==> src/hdl/far_pkg.sv <==
// Shared constants and types for the fraction arithmetic and reduction block.
`default_nettype none
package far_pkg;

   localparam int OPCODE_W = 3;
   typedef logic [OPCODE_W-1:0] opcode_type;

   localparam opcode_type OP_ADD      = 3'd0;
   localparam opcode_type OP_SUB      = 3'd1;
   localparam opcode_type OP_MUL      = 3'd2;
   localparam opcode_type OP_DIV      = 3'd3;
   localparam opcode_type OP_SIMPLIFY = 3'd4;

   localparam int RESULT_NUM_W = 33;
   localparam int RESULT_DEN_W = 32;

   // intermediate values wrap at no more than this width
   localparam int WRAP_W = 64;

   localparam int QUEUE_DEPTH = 2;
   localparam int DIV_LANES   = 2;

endpackage
`default_nettype wire

==> src/hdl/far_front.sv <==
// Front end: accepts items, selects operand pairs by opcode, forms products and sum or difference.
`default_nettype none
module far_front #(
   parameter int OPERAND_WIDTH = 16,
   parameter int CALC_W        = 33
) (
   input  wire logic                            clock,
   input  wire logic                            reset,
   input  wire logic                            push,
   output logic                                 full,
   input  wire far_pkg::opcode_type             opcode,
   input  wire logic signed [OPERAND_WIDTH-1:0] first_numerator,
   input  wire logic signed [OPERAND_WIDTH-1:0] first_denominator,
   input  wire logic signed [OPERAND_WIDTH-1:0] second_numerator,
   input  wire logic signed [OPERAND_WIDTH-1:0] second_denominator,
   output logic                                 q_push,
   input  wire logic                            q_full,
   output logic signed [CALC_W-1:0]             q_num,
   output logic signed [CALC_W-1:0]             q_den
);

   localparam logic [1:0] ST_IDLE = 2'd0;
   localparam logic [1:0] ST_MUL  = 2'd1;
   localparam logic [1:0] ST_PUSH = 2'd2;

   localparam int W = OPERAND_WIDTH;
   localparam logic signed [W-1:0] ONE = W'(1);

   logic [1:0] state_ff, state_in;

   logic signed [W-1:0] a0_in, b0_in, a1_in, b1_in, a2_in, b2_in;
   logic signed [W-1:0] a0_ff, b0_ff, a1_ff, b1_ff, a2_ff, b2_ff;
   logic                sub_in, sub_ff;

   logic signed [2*W-1:0]    prod0, prod1, prod2;
   logic signed [CALC_W-1:0] p0_ff, p1_ff, p2_ff;

   logic accept;

   assign full   = (state_ff != ST_IDLE);
   assign accept = push && !full;

   always_comb begin
      a0_in  = first_numerator;
      b0_in  = second_denominator;
      a1_in  = '0;
      b1_in  = '0;
      a2_in  = first_denominator;
      b2_in  = second_denominator;
      sub_in = 1'b0;
      case (opcode)
         far_pkg::OP_ADD: begin
            a1_in = second_numerator;
            b1_in = first_denominator;
         end
         far_pkg::OP_SUB: begin
            a1_in  = second_numerator;
            b1_in  = first_denominator;
            sub_in = 1'b1;
         end
         far_pkg::OP_MUL: begin
            b0_in = second_numerator;
         end
         far_pkg::OP_DIV: begin
            b2_in = second_numerator;
         end
         far_pkg::OP_SIMPLIFY: begin
            b0_in = ONE;
            b2_in = ONE;
         end
         default: begin
            a0_in = '0;
            b0_in = '0;
            a2_in = ONE;
            b2_in = ONE;
         end
      endcase
   end

   assign prod0 = a0_ff * b0_ff;
   assign prod1 = a1_ff * b1_ff;
   assign prod2 = a2_ff * b2_ff;

   assign q_push = (state_ff == ST_PUSH) && !q_full;
   assign q_num  = sub_ff ? (p0_ff - p1_ff) : (p0_ff + p1_ff);
   assign q_den  = p2_ff;

   always_comb begin
      state_in = state_ff;
      case (state_ff)
         ST_IDLE: if (accept) state_in = ST_MUL;
         ST_MUL:  state_in = ST_PUSH;
         ST_PUSH: if (!q_full) state_in = ST_IDLE;
         default: state_in = ST_IDLE;
      endcase
   end

   always_ff @(posedge clock) begin
      if (reset) begin
         state_ff <= ST_IDLE;
      end else begin
         state_ff <= state_in;
      end
   end

   always_ff @(posedge clock) begin
      if (accept) begin
         a0_ff  <= a0_in;
         b0_ff  <= b0_in;
         a1_ff  <= a1_in;
         b1_ff  <= b1_in;
         a2_ff  <= a2_in;
         b2_ff  <= b2_in;
         sub_ff <= sub_in;
      end
      if (state_ff == ST_MUL) begin
         p0_ff <= CALC_W'(prod0);
         p1_ff <= CALC_W'(prod1);
         p2_ff <= CALC_W'(prod2);
      end
   end

endmodule
`default_nettype wire

==> src/hdl/far_queue.sv <==
// Short first-word-fall-through queue between front and back.
`default_nettype none
module far_queue #(
   parameter int DATA_W = 66
) (
   input  wire logic              clock,
   input  wire logic              reset,
   input  wire logic              push,
   output logic                   full,
   input  wire logic [DATA_W-1:0] wdata,
   input  wire logic              pop,
   output logic                   empty,
   output logic [DATA_W-1:0]      rdata
);

   localparam int DEPTH = far_pkg::QUEUE_DEPTH;
   localparam int PTR_W = (DEPTH > 1) ? $clog2(DEPTH) : 1;
   localparam int CNT_W = $clog2(DEPTH + 1);
   localparam logic [PTR_W-1:0] LAST = PTR_W'(DEPTH - 1);

   logic [DATA_W-1:0] entry_ff [DEPTH];
   logic [PTR_W-1:0]  wr_ptr_ff, wr_ptr_in, rd_ptr_ff, rd_ptr_in;
   logic [CNT_W-1:0]  count_ff, count_in;
   logic              do_push, do_pop;

   assign full    = (count_ff == CNT_W'(DEPTH));
   assign empty   = (count_ff == '0);
   assign do_push = push && !full;
   assign do_pop  = pop && !empty;
   assign rdata   = entry_ff[rd_ptr_ff];

   always_comb begin
      wr_ptr_in = wr_ptr_ff;
      rd_ptr_in = rd_ptr_ff;
      count_in  = count_ff;
      if (do_push) wr_ptr_in = (wr_ptr_ff == LAST) ? '0 : wr_ptr_ff + PTR_W'(1);
      if (do_pop)  rd_ptr_in = (rd_ptr_ff == LAST) ? '0 : rd_ptr_ff + PTR_W'(1);
      if (do_push && !do_pop) count_in = count_ff + CNT_W'(1);
      if (do_pop && !do_push) count_in = count_ff - CNT_W'(1);
   end

   always_ff @(posedge clock) begin
      if (reset) begin
         wr_ptr_ff <= '0;
         rd_ptr_ff <= '0;
         count_ff  <= '0;
      end else begin
         wr_ptr_ff <= wr_ptr_in;
         rd_ptr_ff <= rd_ptr_in;
         count_ff  <= count_in;
      end
   end

   always_ff @(posedge clock) begin
      if (do_push) entry_ff[wr_ptr_ff] <= wdata;
   end

endmodule
`default_nettype wire

==> src/hdl/far_gcd.sv <==
// Binary GCD unit, one shift or subtract per cycle.
`default_nettype none
module far_gcd #(
   parameter int CALC_W = 33
) (
   input  wire logic              clock,
   input  wire logic              reset,
   input  wire logic              start,
   input  wire logic [CALC_W-1:0] a_start,
   input  wire logic [CALC_W-1:0] b_start,
   output logic                   done,
   output logic [CALC_W-1:0]      gcd
);

   localparam int K_W = $clog2(CALC_W);

   logic              run_ff, run_in, done_ff, done_in;
   logic [CALC_W-1:0] a_ff, a_in, b_ff, b_in, g_ff;
   logic [K_W-1:0]    k_ff, k_in;
   logic              finish;

   assign done   = done_ff;
   assign gcd    = g_ff;
   assign finish = run_ff && (a_ff == '0);

   always_comb begin
      a_in    = a_ff;
      b_in    = b_ff;
      k_in    = k_ff;
      run_in  = run_ff;
      done_in = finish;
      if (start) begin
         a_in   = a_start;
         b_in   = b_start;
         k_in   = '0;
         run_in = 1'b1;
      end else if (run_ff) begin
         if (finish) begin
            run_in = 1'b0;
         end else if (!a_ff[0] && !b_ff[0]) begin
            a_in = a_ff >> 1;
            b_in = b_ff >> 1;
            k_in = k_ff + K_W'(1);
         end else if (!a_ff[0]) begin
            a_in = a_ff >> 1;
         end else if (!b_ff[0]) begin
            b_in = b_ff >> 1;
         end else if (a_ff >= b_ff) begin
            a_in = a_ff - b_ff;
         end else begin
            b_in = b_ff - a_ff;
         end
      end
   end

   always_ff @(posedge clock) begin
      if (reset) begin
         run_ff  <= 1'b0;
         done_ff <= 1'b0;
      end else begin
         run_ff  <= run_in;
         done_ff <= done_in;
      end
   end

   always_ff @(posedge clock) begin
      a_ff <= a_in;
      b_ff <= b_in;
      k_ff <= k_in;
      if (finish) g_ff <= b_ff << k_ff;
   end

endmodule
`default_nettype wire

==> src/hdl/far_div.sv <==
// Restoring divider, one quotient bit per cycle, lanes sharing one divisor.
`default_nettype none
module far_div #(
   parameter int CALC_W = 33
) (
   input  wire logic                                          clock,
   input  wire logic                                          reset,
   input  wire logic                                          start,
   input  wire logic [far_pkg::DIV_LANES-1:0][CALC_W-1:0]     dividend,
   input  wire logic [CALC_W-1:0]                             divisor,
   output logic                                               done,
   output logic [far_pkg::DIV_LANES-1:0][CALC_W-1:0]          quotient
);

   localparam int LANES = far_pkg::DIV_LANES;
   localparam int CNT_W = $clog2(CALC_W + 1);

   logic                               run_ff, run_in, done_ff, done_in;
   logic [CNT_W-1:0]                   cnt_ff, cnt_in;
   logic [CALC_W-1:0]                  div_ff;
   logic [LANES-1:0][CALC_W-1:0]       rem_ff, rem_in, quo_ff, quo_in;
   logic [LANES-1:0][CALC_W:0]         trial;
   logic [LANES-1:0]                   fits;

   assign done     = done_ff;
   assign quotient = quo_ff;

   always_comb begin
      for (int i = 0; i < LANES; i++) begin
         trial[i]  = {rem_ff[i], quo_ff[i][CALC_W-1]};
         fits[i]   = (trial[i] >= {1'b0, div_ff});
         rem_in[i] = fits[i] ? CALC_W'(trial[i] - {1'b0, div_ff}) : CALC_W'(trial[i]);
         quo_in[i] = {quo_ff[i][CALC_W-2:0], fits[i]};
      end
   end

   always_comb begin
      run_in  = run_ff;
      cnt_in  = cnt_ff;
      done_in = 1'b0;
      if (start) begin
         run_in = 1'b1;
         cnt_in = CNT_W'(CALC_W);
      end else if (run_ff) begin
         cnt_in = cnt_ff - CNT_W'(1);
         if (cnt_ff == CNT_W'(1)) begin
            run_in  = 1'b0;
            done_in = 1'b1;
         end
      end
   end

   always_ff @(posedge clock) begin
      if (reset) begin
         run_ff  <= 1'b0;
         done_ff <= 1'b0;
         cnt_ff  <= '0;
      end else begin
         run_ff  <= run_in;
         done_ff <= done_in;
         cnt_ff  <= cnt_in;
      end
   end

   always_ff @(posedge clock) begin
      if (start) begin
         div_ff <= divisor;
         rem_ff <= '0;
         quo_ff <= dividend;
      end else if (run_ff) begin
         rem_ff <= rem_in;
         quo_ff <= quo_in;
      end
   end

endmodule
`default_nettype wire

==> src/hdl/far_back.sv <==
// Back end: reduces each queued fraction with a positive denominator above one by its GCD and holds the result item.
`default_nettype none
module far_back #(
   parameter int CALC_W = 33
) (
   input  wire logic                                    clock,
   input  wire logic                                    reset,
   input  wire logic                                    q_empty,
   output logic                                         q_pop,
   input  wire logic [2*CALC_W-1:0]                     q_data,
   input  wire logic                                    pop,
   output logic                                         empty,
   output logic signed [far_pkg::RESULT_NUM_W-1:0]      result_numerator,
   output logic signed [far_pkg::RESULT_DEN_W-1:0]      result_denominator
);

   localparam logic [1:0] ST_IDLE   = 2'd0;
   localparam logic [1:0] ST_GCD    = 2'd1;
   localparam logic [1:0] ST_DIV    = 2'd2;
   localparam logic [1:0] ST_FINISH = 2'd3;

   logic [1:0] state_ff, state_in;

   logic [CALC_W-1:0] head_num, head_den, head_mag;
   logic              head_neg, head_reduce;

   logic [CALC_W-1:0] num_ff, den_ff, mag_ff;
   logic              neg_ff;

   logic                                       gcd_start, gcd_done;
   logic [CALC_W-1:0]                          gcd_val;
   logic                                       div_start, div_done;
   logic [far_pkg::DIV_LANES-1:0][CALC_W-1:0]  div_dividend, div_quotient;

   logic out_free, out_load;
   logic out_valid_ff, out_valid_in;
   logic signed [far_pkg::RESULT_NUM_W-1:0] out_num_ff;
   logic signed [far_pkg::RESULT_DEN_W-1:0] out_den_ff;

   assign head_num    = q_data[2*CALC_W-1:CALC_W];
   assign head_den    = q_data[CALC_W-1:0];
   assign head_neg    = head_num[CALC_W-1];
   assign head_mag    = head_neg ? (CALC_W'(0) - head_num) : head_num;
   assign head_reduce = !head_den[CALC_W-1] && (head_den > CALC_W'(1));

   assign q_pop     = (state_ff == ST_IDLE) && !q_empty;
   assign gcd_start = q_pop && head_reduce;
   assign div_start = (state_ff == ST_GCD) && gcd_done && (gcd_val != CALC_W'(1));

   assign div_dividend[0] = mag_ff;
   assign div_dividend[1] = den_ff;

   far_gcd #(.CALC_W(CALC_W)) u_gcd (
      .clock   (clock),
      .reset   (reset),
      .start   (gcd_start),
      .a_start (head_mag),
      .b_start (head_den),
      .done    (gcd_done),
      .gcd     (gcd_val)
   );

   far_div #(.CALC_W(CALC_W)) u_div (
      .clock    (clock),
      .reset    (reset),
      .start    (div_start),
      .dividend (div_dividend),
      .divisor  (gcd_val),
      .done     (div_done),
      .quotient (div_quotient)
   );

   assign out_free = !out_valid_ff || pop;
   assign out_load = (state_ff == ST_FINISH) && out_free;

   always_comb begin
      state_in = state_ff;
      case (state_ff)
         ST_IDLE:   if (q_pop) state_in = head_reduce ? ST_GCD : ST_FINISH;
         ST_GCD:    if (gcd_done) state_in = div_start ? ST_DIV : ST_FINISH;
         ST_DIV:    if (div_done) state_in = ST_FINISH;
         ST_FINISH: if (out_free) state_in = ST_IDLE;
         default:   state_in = ST_IDLE;
      endcase
   end

   always_comb begin
      out_valid_in = out_valid_ff;
      if (out_load) begin
         out_valid_in = 1'b1;
      end else if (pop) begin
         out_valid_in = 1'b0;
      end
   end

   always_ff @(posedge clock) begin
      if (reset) begin
         state_ff     <= ST_IDLE;
         out_valid_ff <= 1'b0;
      end else begin
         state_ff     <= state_in;
         out_valid_ff <= out_valid_in;
      end
   end

   always_ff @(posedge clock) begin
      if (q_pop) begin
         num_ff <= head_num;
         den_ff <= head_den;
         mag_ff <= head_mag;
         neg_ff <= head_neg;
      end else if ((state_ff == ST_DIV) && div_done) begin
         num_ff <= neg_ff ? (CALC_W'(0) - div_quotient[0]) : div_quotient[0];
         den_ff <= div_quotient[1];
      end
      if (out_load) begin
         out_num_ff <= far_pkg::RESULT_NUM_W'($signed(num_ff));
         out_den_ff <= far_pkg::RESULT_DEN_W'($signed(den_ff));
      end
   end

   assign empty              = !out_valid_ff;
   assign result_numerator   = out_num_ff;
   assign result_denominator = out_den_ff;

endmodule
`default_nettype wire

==> src/hdl/fraction_arith_reduce.sv <==
// Top level of the fraction arithmetic and GCD reduction block.
//
//  channel   ports                                         handshake
//  request   req_opcode, req_first_*, req_second_*         push / full
//  response  rsp_result_numerator, rsp_result_denominator  empty / pop
//
// The front end registers the selected operands, then the products, and pushes
// the sum or difference into a two-entry queue before it takes the next item.
// The back end dequeues an item, runs the binary GCD loop and, if needed, the
// CALC_W-bit divider (CALC_W = 33 by default), then loads the output register.
// Reset is synchronous and empties the front, the queue and the output register.
// Either side may stall: the queue and the output register decouple the stages.
`default_nettype none
module fraction_arith_reduce #(
   parameter int OPERAND_WIDTH = 16
) (
   input  wire logic                                   clock,
   input  wire logic                                   reset,
   input  wire logic                                   push,
   output logic                                        full,
   input  wire far_pkg::opcode_type                    req_opcode,
   input  wire logic signed [OPERAND_WIDTH-1:0]        req_first_numerator,
   input  wire logic signed [OPERAND_WIDTH-1:0]        req_first_denominator,
   input  wire logic signed [OPERAND_WIDTH-1:0]        req_second_numerator,
   input  wire logic signed [OPERAND_WIDTH-1:0]        req_second_denominator,
   output logic                                        empty,
   input  wire logic                                   pop,
   output logic signed [far_pkg::RESULT_NUM_W-1:0]     rsp_result_numerator,
   output logic signed [far_pkg::RESULT_DEN_W-1:0]     rsp_result_denominator
);

   localparam int CALC_W = (2*OPERAND_WIDTH + 1 > far_pkg::WRAP_W) ?
                           far_pkg::WRAP_W : 2*OPERAND_WIDTH + 1;

   logic                     fq_push, fq_full, bq_pop, bq_empty;
   logic signed [CALC_W-1:0] fq_num, fq_den;
   logic [2*CALC_W-1:0]      bq_data;

   far_front #(
      .OPERAND_WIDTH (OPERAND_WIDTH),
      .CALC_W        (CALC_W)
   ) u_front (
      .clock              (clock),
      .reset              (reset),
      .push               (push),
      .full               (full),
      .opcode             (req_opcode),
      .first_numerator    (req_first_numerator),
      .first_denominator  (req_first_denominator),
      .second_numerator   (req_second_numerator),
      .second_denominator (req_second_denominator),
      .q_push             (fq_push),
      .q_full             (fq_full),
      .q_num              (fq_num),
      .q_den              (fq_den)
   );

   far_queue #(.DATA_W(2*CALC_W)) u_queue (
      .clock (clock),
      .reset (reset),
      .push  (fq_push),
      .full  (fq_full),
      .wdata ({fq_num, fq_den}),
      .pop   (bq_pop),
      .empty (bq_empty),
      .rdata (bq_data)
   );

   far_back #(.CALC_W(CALC_W)) u_back (
      .clock              (clock),
      .reset              (reset),
      .q_empty            (bq_empty),
      .q_pop              (bq_pop),
      .q_data             (bq_data),
      .pop                (pop),
      .empty              (empty),
      .result_numerator   (rsp_result_numerator),
      .result_denominator (rsp_result_denominator)
   );

endmodule
`default_nettype wire
==> config.mk <==
export PLATFORM = sky130hd
export DESIGN_NAME = fraction_arith_reduce
export DESIGN_NICKNAME = d
export VERILOG_FILES = /design/src/hdl/far_pkg.sv /design/src/hdl/far_front.sv /design/src/hdl/far_queue.sv /design/src/hdl/far_gcd.sv /design/src/hdl/far_div.sv /design/src/hdl/far_back.sv /design/src/hdl/fraction_arith_reduce.sv
export SDC_FILE = /design/constraint.sdc
export NUM_CORES = 2
export LEC_CHECK = 0
export BUFFER_PORTS_ARGS = -buffer_cell sky130_fd_sc_hd__buf_2
export CAP_MARGIN = 15
export CORE_AREA = 3 3 448 450
export CTS_CLUSTER_DIAMETER = 40
export DETAILED_ROUTE_END_ITERATION = 8
export DIE_AREA = 0 0 451 453
export GPL_ROUTABILITY_DRIVEN = 0
export GPL_TIMING_DRIVEN = 0
export PLACE_DENSITY_LB_ADDON = 0.15
export SLEW_MARGIN = 15
export SYNTH_ARGS = -nofsm -noshare
export SYNTH_HDL_FRONTEND = slang
export SYNTH_SLANG_ARGS = --single-unit
==> constraint.sdc <==
create_clock -name clock -period 6.6 [get_ports clock]
set_clock_uncertainty 0.05 [all_clocks]
set_input_delay 1.32 -clock clock [delete_from_list [all_inputs] [get_ports clock]]
set_output_delay 1.32 -clock clock [all_outputs]
set_load 0.02 [all_outputs]
==> impl_summary.log <==
[metrics] cts hold-fix bufs: 0
[metrics] total gr overflow: 0
[metrics] number of antenna violations at the first check in global routing: 5
[metrics] initial detailed-routing violation count: ~3500
[metrics] CP Capture Type: flop
[metrics] die width: 451 um
[metrics] clock-pin slew on the worst setup and hold paths: about 0.060 ns
[metrics] number of distinct library cells after synthesis: about 110
[metrics] vias per std cell: just over 5
[metrics] Yosys warning total: 0
[metrics] Routed wire per std cell: approximately 21 um
[metrics] DRC: 0
[metrics] nets@finish: between 8000 and 9000
[metrics] CP startpoint kind: flop
[metrics] post-synthesis instance total: 7106
[metrics] # clock sinks: just under 800
[metrics] Fill cells: between 15000 and 20000
[metrics] DR vias: ~53000
[metrics] via count of the first global-routing pass: roughly 54000
[metrics] cell taking the most area after synthesis: edfxtp_1
[metrics] most frequent cells after synthesis: inv_1, nand2_1, fa_1, edfxtp_1, and2_1
[metrics] die footprint: 204300 um^2
[metrics] combined flip-flop and latch cell area: between 20000 and 25000 um^2
[metrics] maximum frequency from static timing analysis: around 140 MHz
[metrics] Period Utilization, post-route: 106.2%
[metrics] run status: complete, but fails checks
[metrics] Final Setup Violations: 2
[metrics] Area Growth Syn to Fin: 17.43%
[metrics] count of endpoints failing hold in the final timing report: 0
[metrics] primary flip-flop cell chosen by synthesis mapping: edfxtp_1
[metrics] Critical Path RT: around 7.0 ns
[metrics] buffer type at the clock tree root: clkbuf_16
[metrics] worst slack at placement: -1.676 ns
[metrics] Worst Setup Slack, final: -0.4123 ns
[metrics] share of async-settable or async-resettable flops after synthesis: 0%
[metrics] Top reg by flops: u_queue.entry_ff
[metrics] share of layout cells above drive strength 1: 12.30%
[metrics] actual transition at the worst max-transition pin: between 1 and 1.5 ns
[metrics] maximum fanout along the worst path: 4
[metrics] Max-cap violations: 0
[metrics] maximum number of pins on one net before global-route repair: 50
[metrics] area share of the largest cell type after synthesis: between 20% and 30%
[metrics] synthesized flop and latch total: between 700 and 800
[metrics] nets in the synthesized netlist: 8391
[metrics] post-synthesis instance area: 70820 um^2
[metrics] Max Root-Sink Buffers: 3
[metrics] htree depth: 4
[metrics] wire length of the first global-routing pass: around 330 mm
[metrics] violated checks: negative setup slack
[metrics] area of the multi-input gates: approximately 44000 um^2
[metrics] core outline area: between 150000 and 200000 um^2
[metrics] sequential element share of the synthesized area: about a third
[metrics] count of pins over their slew limit: 0
[metrics] total wire length after detailed routing: around 220 mm
[metrics] CTS Buf Count: 150
[metrics] Total Routing Usage GR: a little over a fifth
[metrics] Avg Cell Area, Syn: 9.967 um^2
[metrics] iteration count of the initial detailed-routing pass: 6
[metrics] Area contributors post-synth: edfxtp_1, fa_1, ha_1
[metrics] Starting Density: roughly 36%
[metrics] number of enable-type register cells in the synthesized netlist: 686
[metrics] CTS tree: built
[metrics] worst rel slew slack: 21.69%
[metrics] HPWL Detailed: 175.8 mm
[metrics] worst-skew pair later-pin latency: around 0.80 ns
[metrics] hold crit path type: flop to flop
[metrics] post-layout min period: ~7.0 ns
[metrics] number of flip-flops under the largest register name: 130
[metrics] remaining antenna violation count after routing: 0
[metrics] crit path kind: flop to flop
[metrics] Die Y: roughly 450 um
[metrics] unrepaired setup endpoints after global routing: yes
[metrics] data arrival time of the critical path: roughly 7.4 ns
[metrics] IO buf count: 136
[metrics] floorplan row count: between 150 and 200
[metrics] library cell with the highest instance count after synthesis: inv_1
[metrics] I/O pin total: about 140
[final cells by class]
type | instances | share of cell area [%]
diodes | 2 | 0.006018
well taps | 2640 | 3.972
flip-flops and latches | 778 | 26.98
clock buffers | 164 | 4.589
plain buffers | 279 | 1.908
multi-input cells | 5016 | 53.19
inverters | 1031 | 4.658
clock inverters | 114 | 1.744
repair buffers | 326 | 2.955
[cell usage in the layout (no fill, tap or decap), drive strengths merged, types with 42 or more instances in the layout]
master / synthesis / final
inv: 1028 / 1058
nand2: 930 / 930
fa: 791 / 791
edfxtp: 686 / 686
and2: 445 / 445
ha: 423 / 423
buf: 57 / 404
a21oi: 371 / 371
clkbuf: 224 / 365
nor2: 357 / 357
o21ai: 284 / 284
xnor2: 244 / 244
mux2i: 118 / 118
dfxtp: 92 / 92
xor2: 91 / 91
nand3: 86 / 86
a21o: 79 / 79
nor3: 69 / 69
nand2b: 63 / 63
a211oi: 63 / 63
a31oi: 57 / 57
clkinv: 3 / 50
nor4: 49 / 49
o21bai: 42 / 42
[metal layers]
metal	global-route usage, %	vias up	wire length (um)
met3	2.922	389	10190
met2	35.92	1472	105600
met5	0	-	11
met4	8.502	2	9376
li1	-	24572	-
met1	28.29	26290	95850
[through the flow]
stage                     util, %  hold slack, ns  std cells  area [um^2]  TNS (ns)
after global routing        42.21          0.3678      10348        83160    -1.217
after CTS                   41.83          0.3632      10304        82410   -0.4735
final                       42.21          0.3632      10350        83170   -0.5244
after global placement      37.97          0.3552       9882        74810   -285.09
after detailed placement    38.21          0.3545       9901        75290    -18.03
after floorplan                 -          0.3503       7106        70820         0
[cells by family after synthesis]
logic type / Yosys count / synth area share, %
compound gates: 1149 / 10.35
xor+xnor: 335 / 4.153
fa+ha+maj: 1214 / 29.83
buf+inv: 1312 / 7.079
flops: 778 / 31.69
mux: 142 / 2.288
simple gates: 2176 / 14.62
[repair_timing]
item	CTS	global route
gates resized for setup	271	133
cloned	1	2
pin swaps	68	80
endpoints found under the setup margin	36	22
hold endpoints to repair	0	0
buffers inserted	126	42
[final timing paths]
path	slack [ns]	start	end	cells past startpoint
max reg2reg	-0.41	u_front.a2_ff[15]$_SDFFCE_PN0P_	u_front.q_den[31]$_DFFE_PN_	21
max	-0.41	u_front.a2_ff[15]$_SDFFCE_PN0P_	u_front.q_den[31]$_DFFE_PN_	21
min reg2reg	0.36	u_back.num_ff[2]$_DFFE_PP_	u_back.result_numerator[2]$_DFFE_PP_	0
min	0.36	u_back.num_ff[2]$_DFFE_PP_	u_back.result_numerator[2]$_DFFE_PP_	0
[worst max-delay path, stage by stage (launching register included)]
cell,delay (ns)
edfxtp_1,0.46
buf_6,0.16
and2_4,0.17
fa_2,0.65
buf_6,0.13
fa_2,0.49
fa_1,0.57
fa_1,0.44
fa_1,0.53
inv_2,0.04
fa_1,0.57
inv_2,0.07
ha_4,0.25
o21ai_2,0.11
nand2b_1,0.09
a31o_4,0.23
or3_1,0.31
o211a_1,0.24
o21a_4,0.24
o21a_4,0.21
o41ai_4,0.42
xnor2_4,0.22
Power is not shown: default switching activity piles up to over one toggle a cycle in this logic, so the estimate is an artifact.
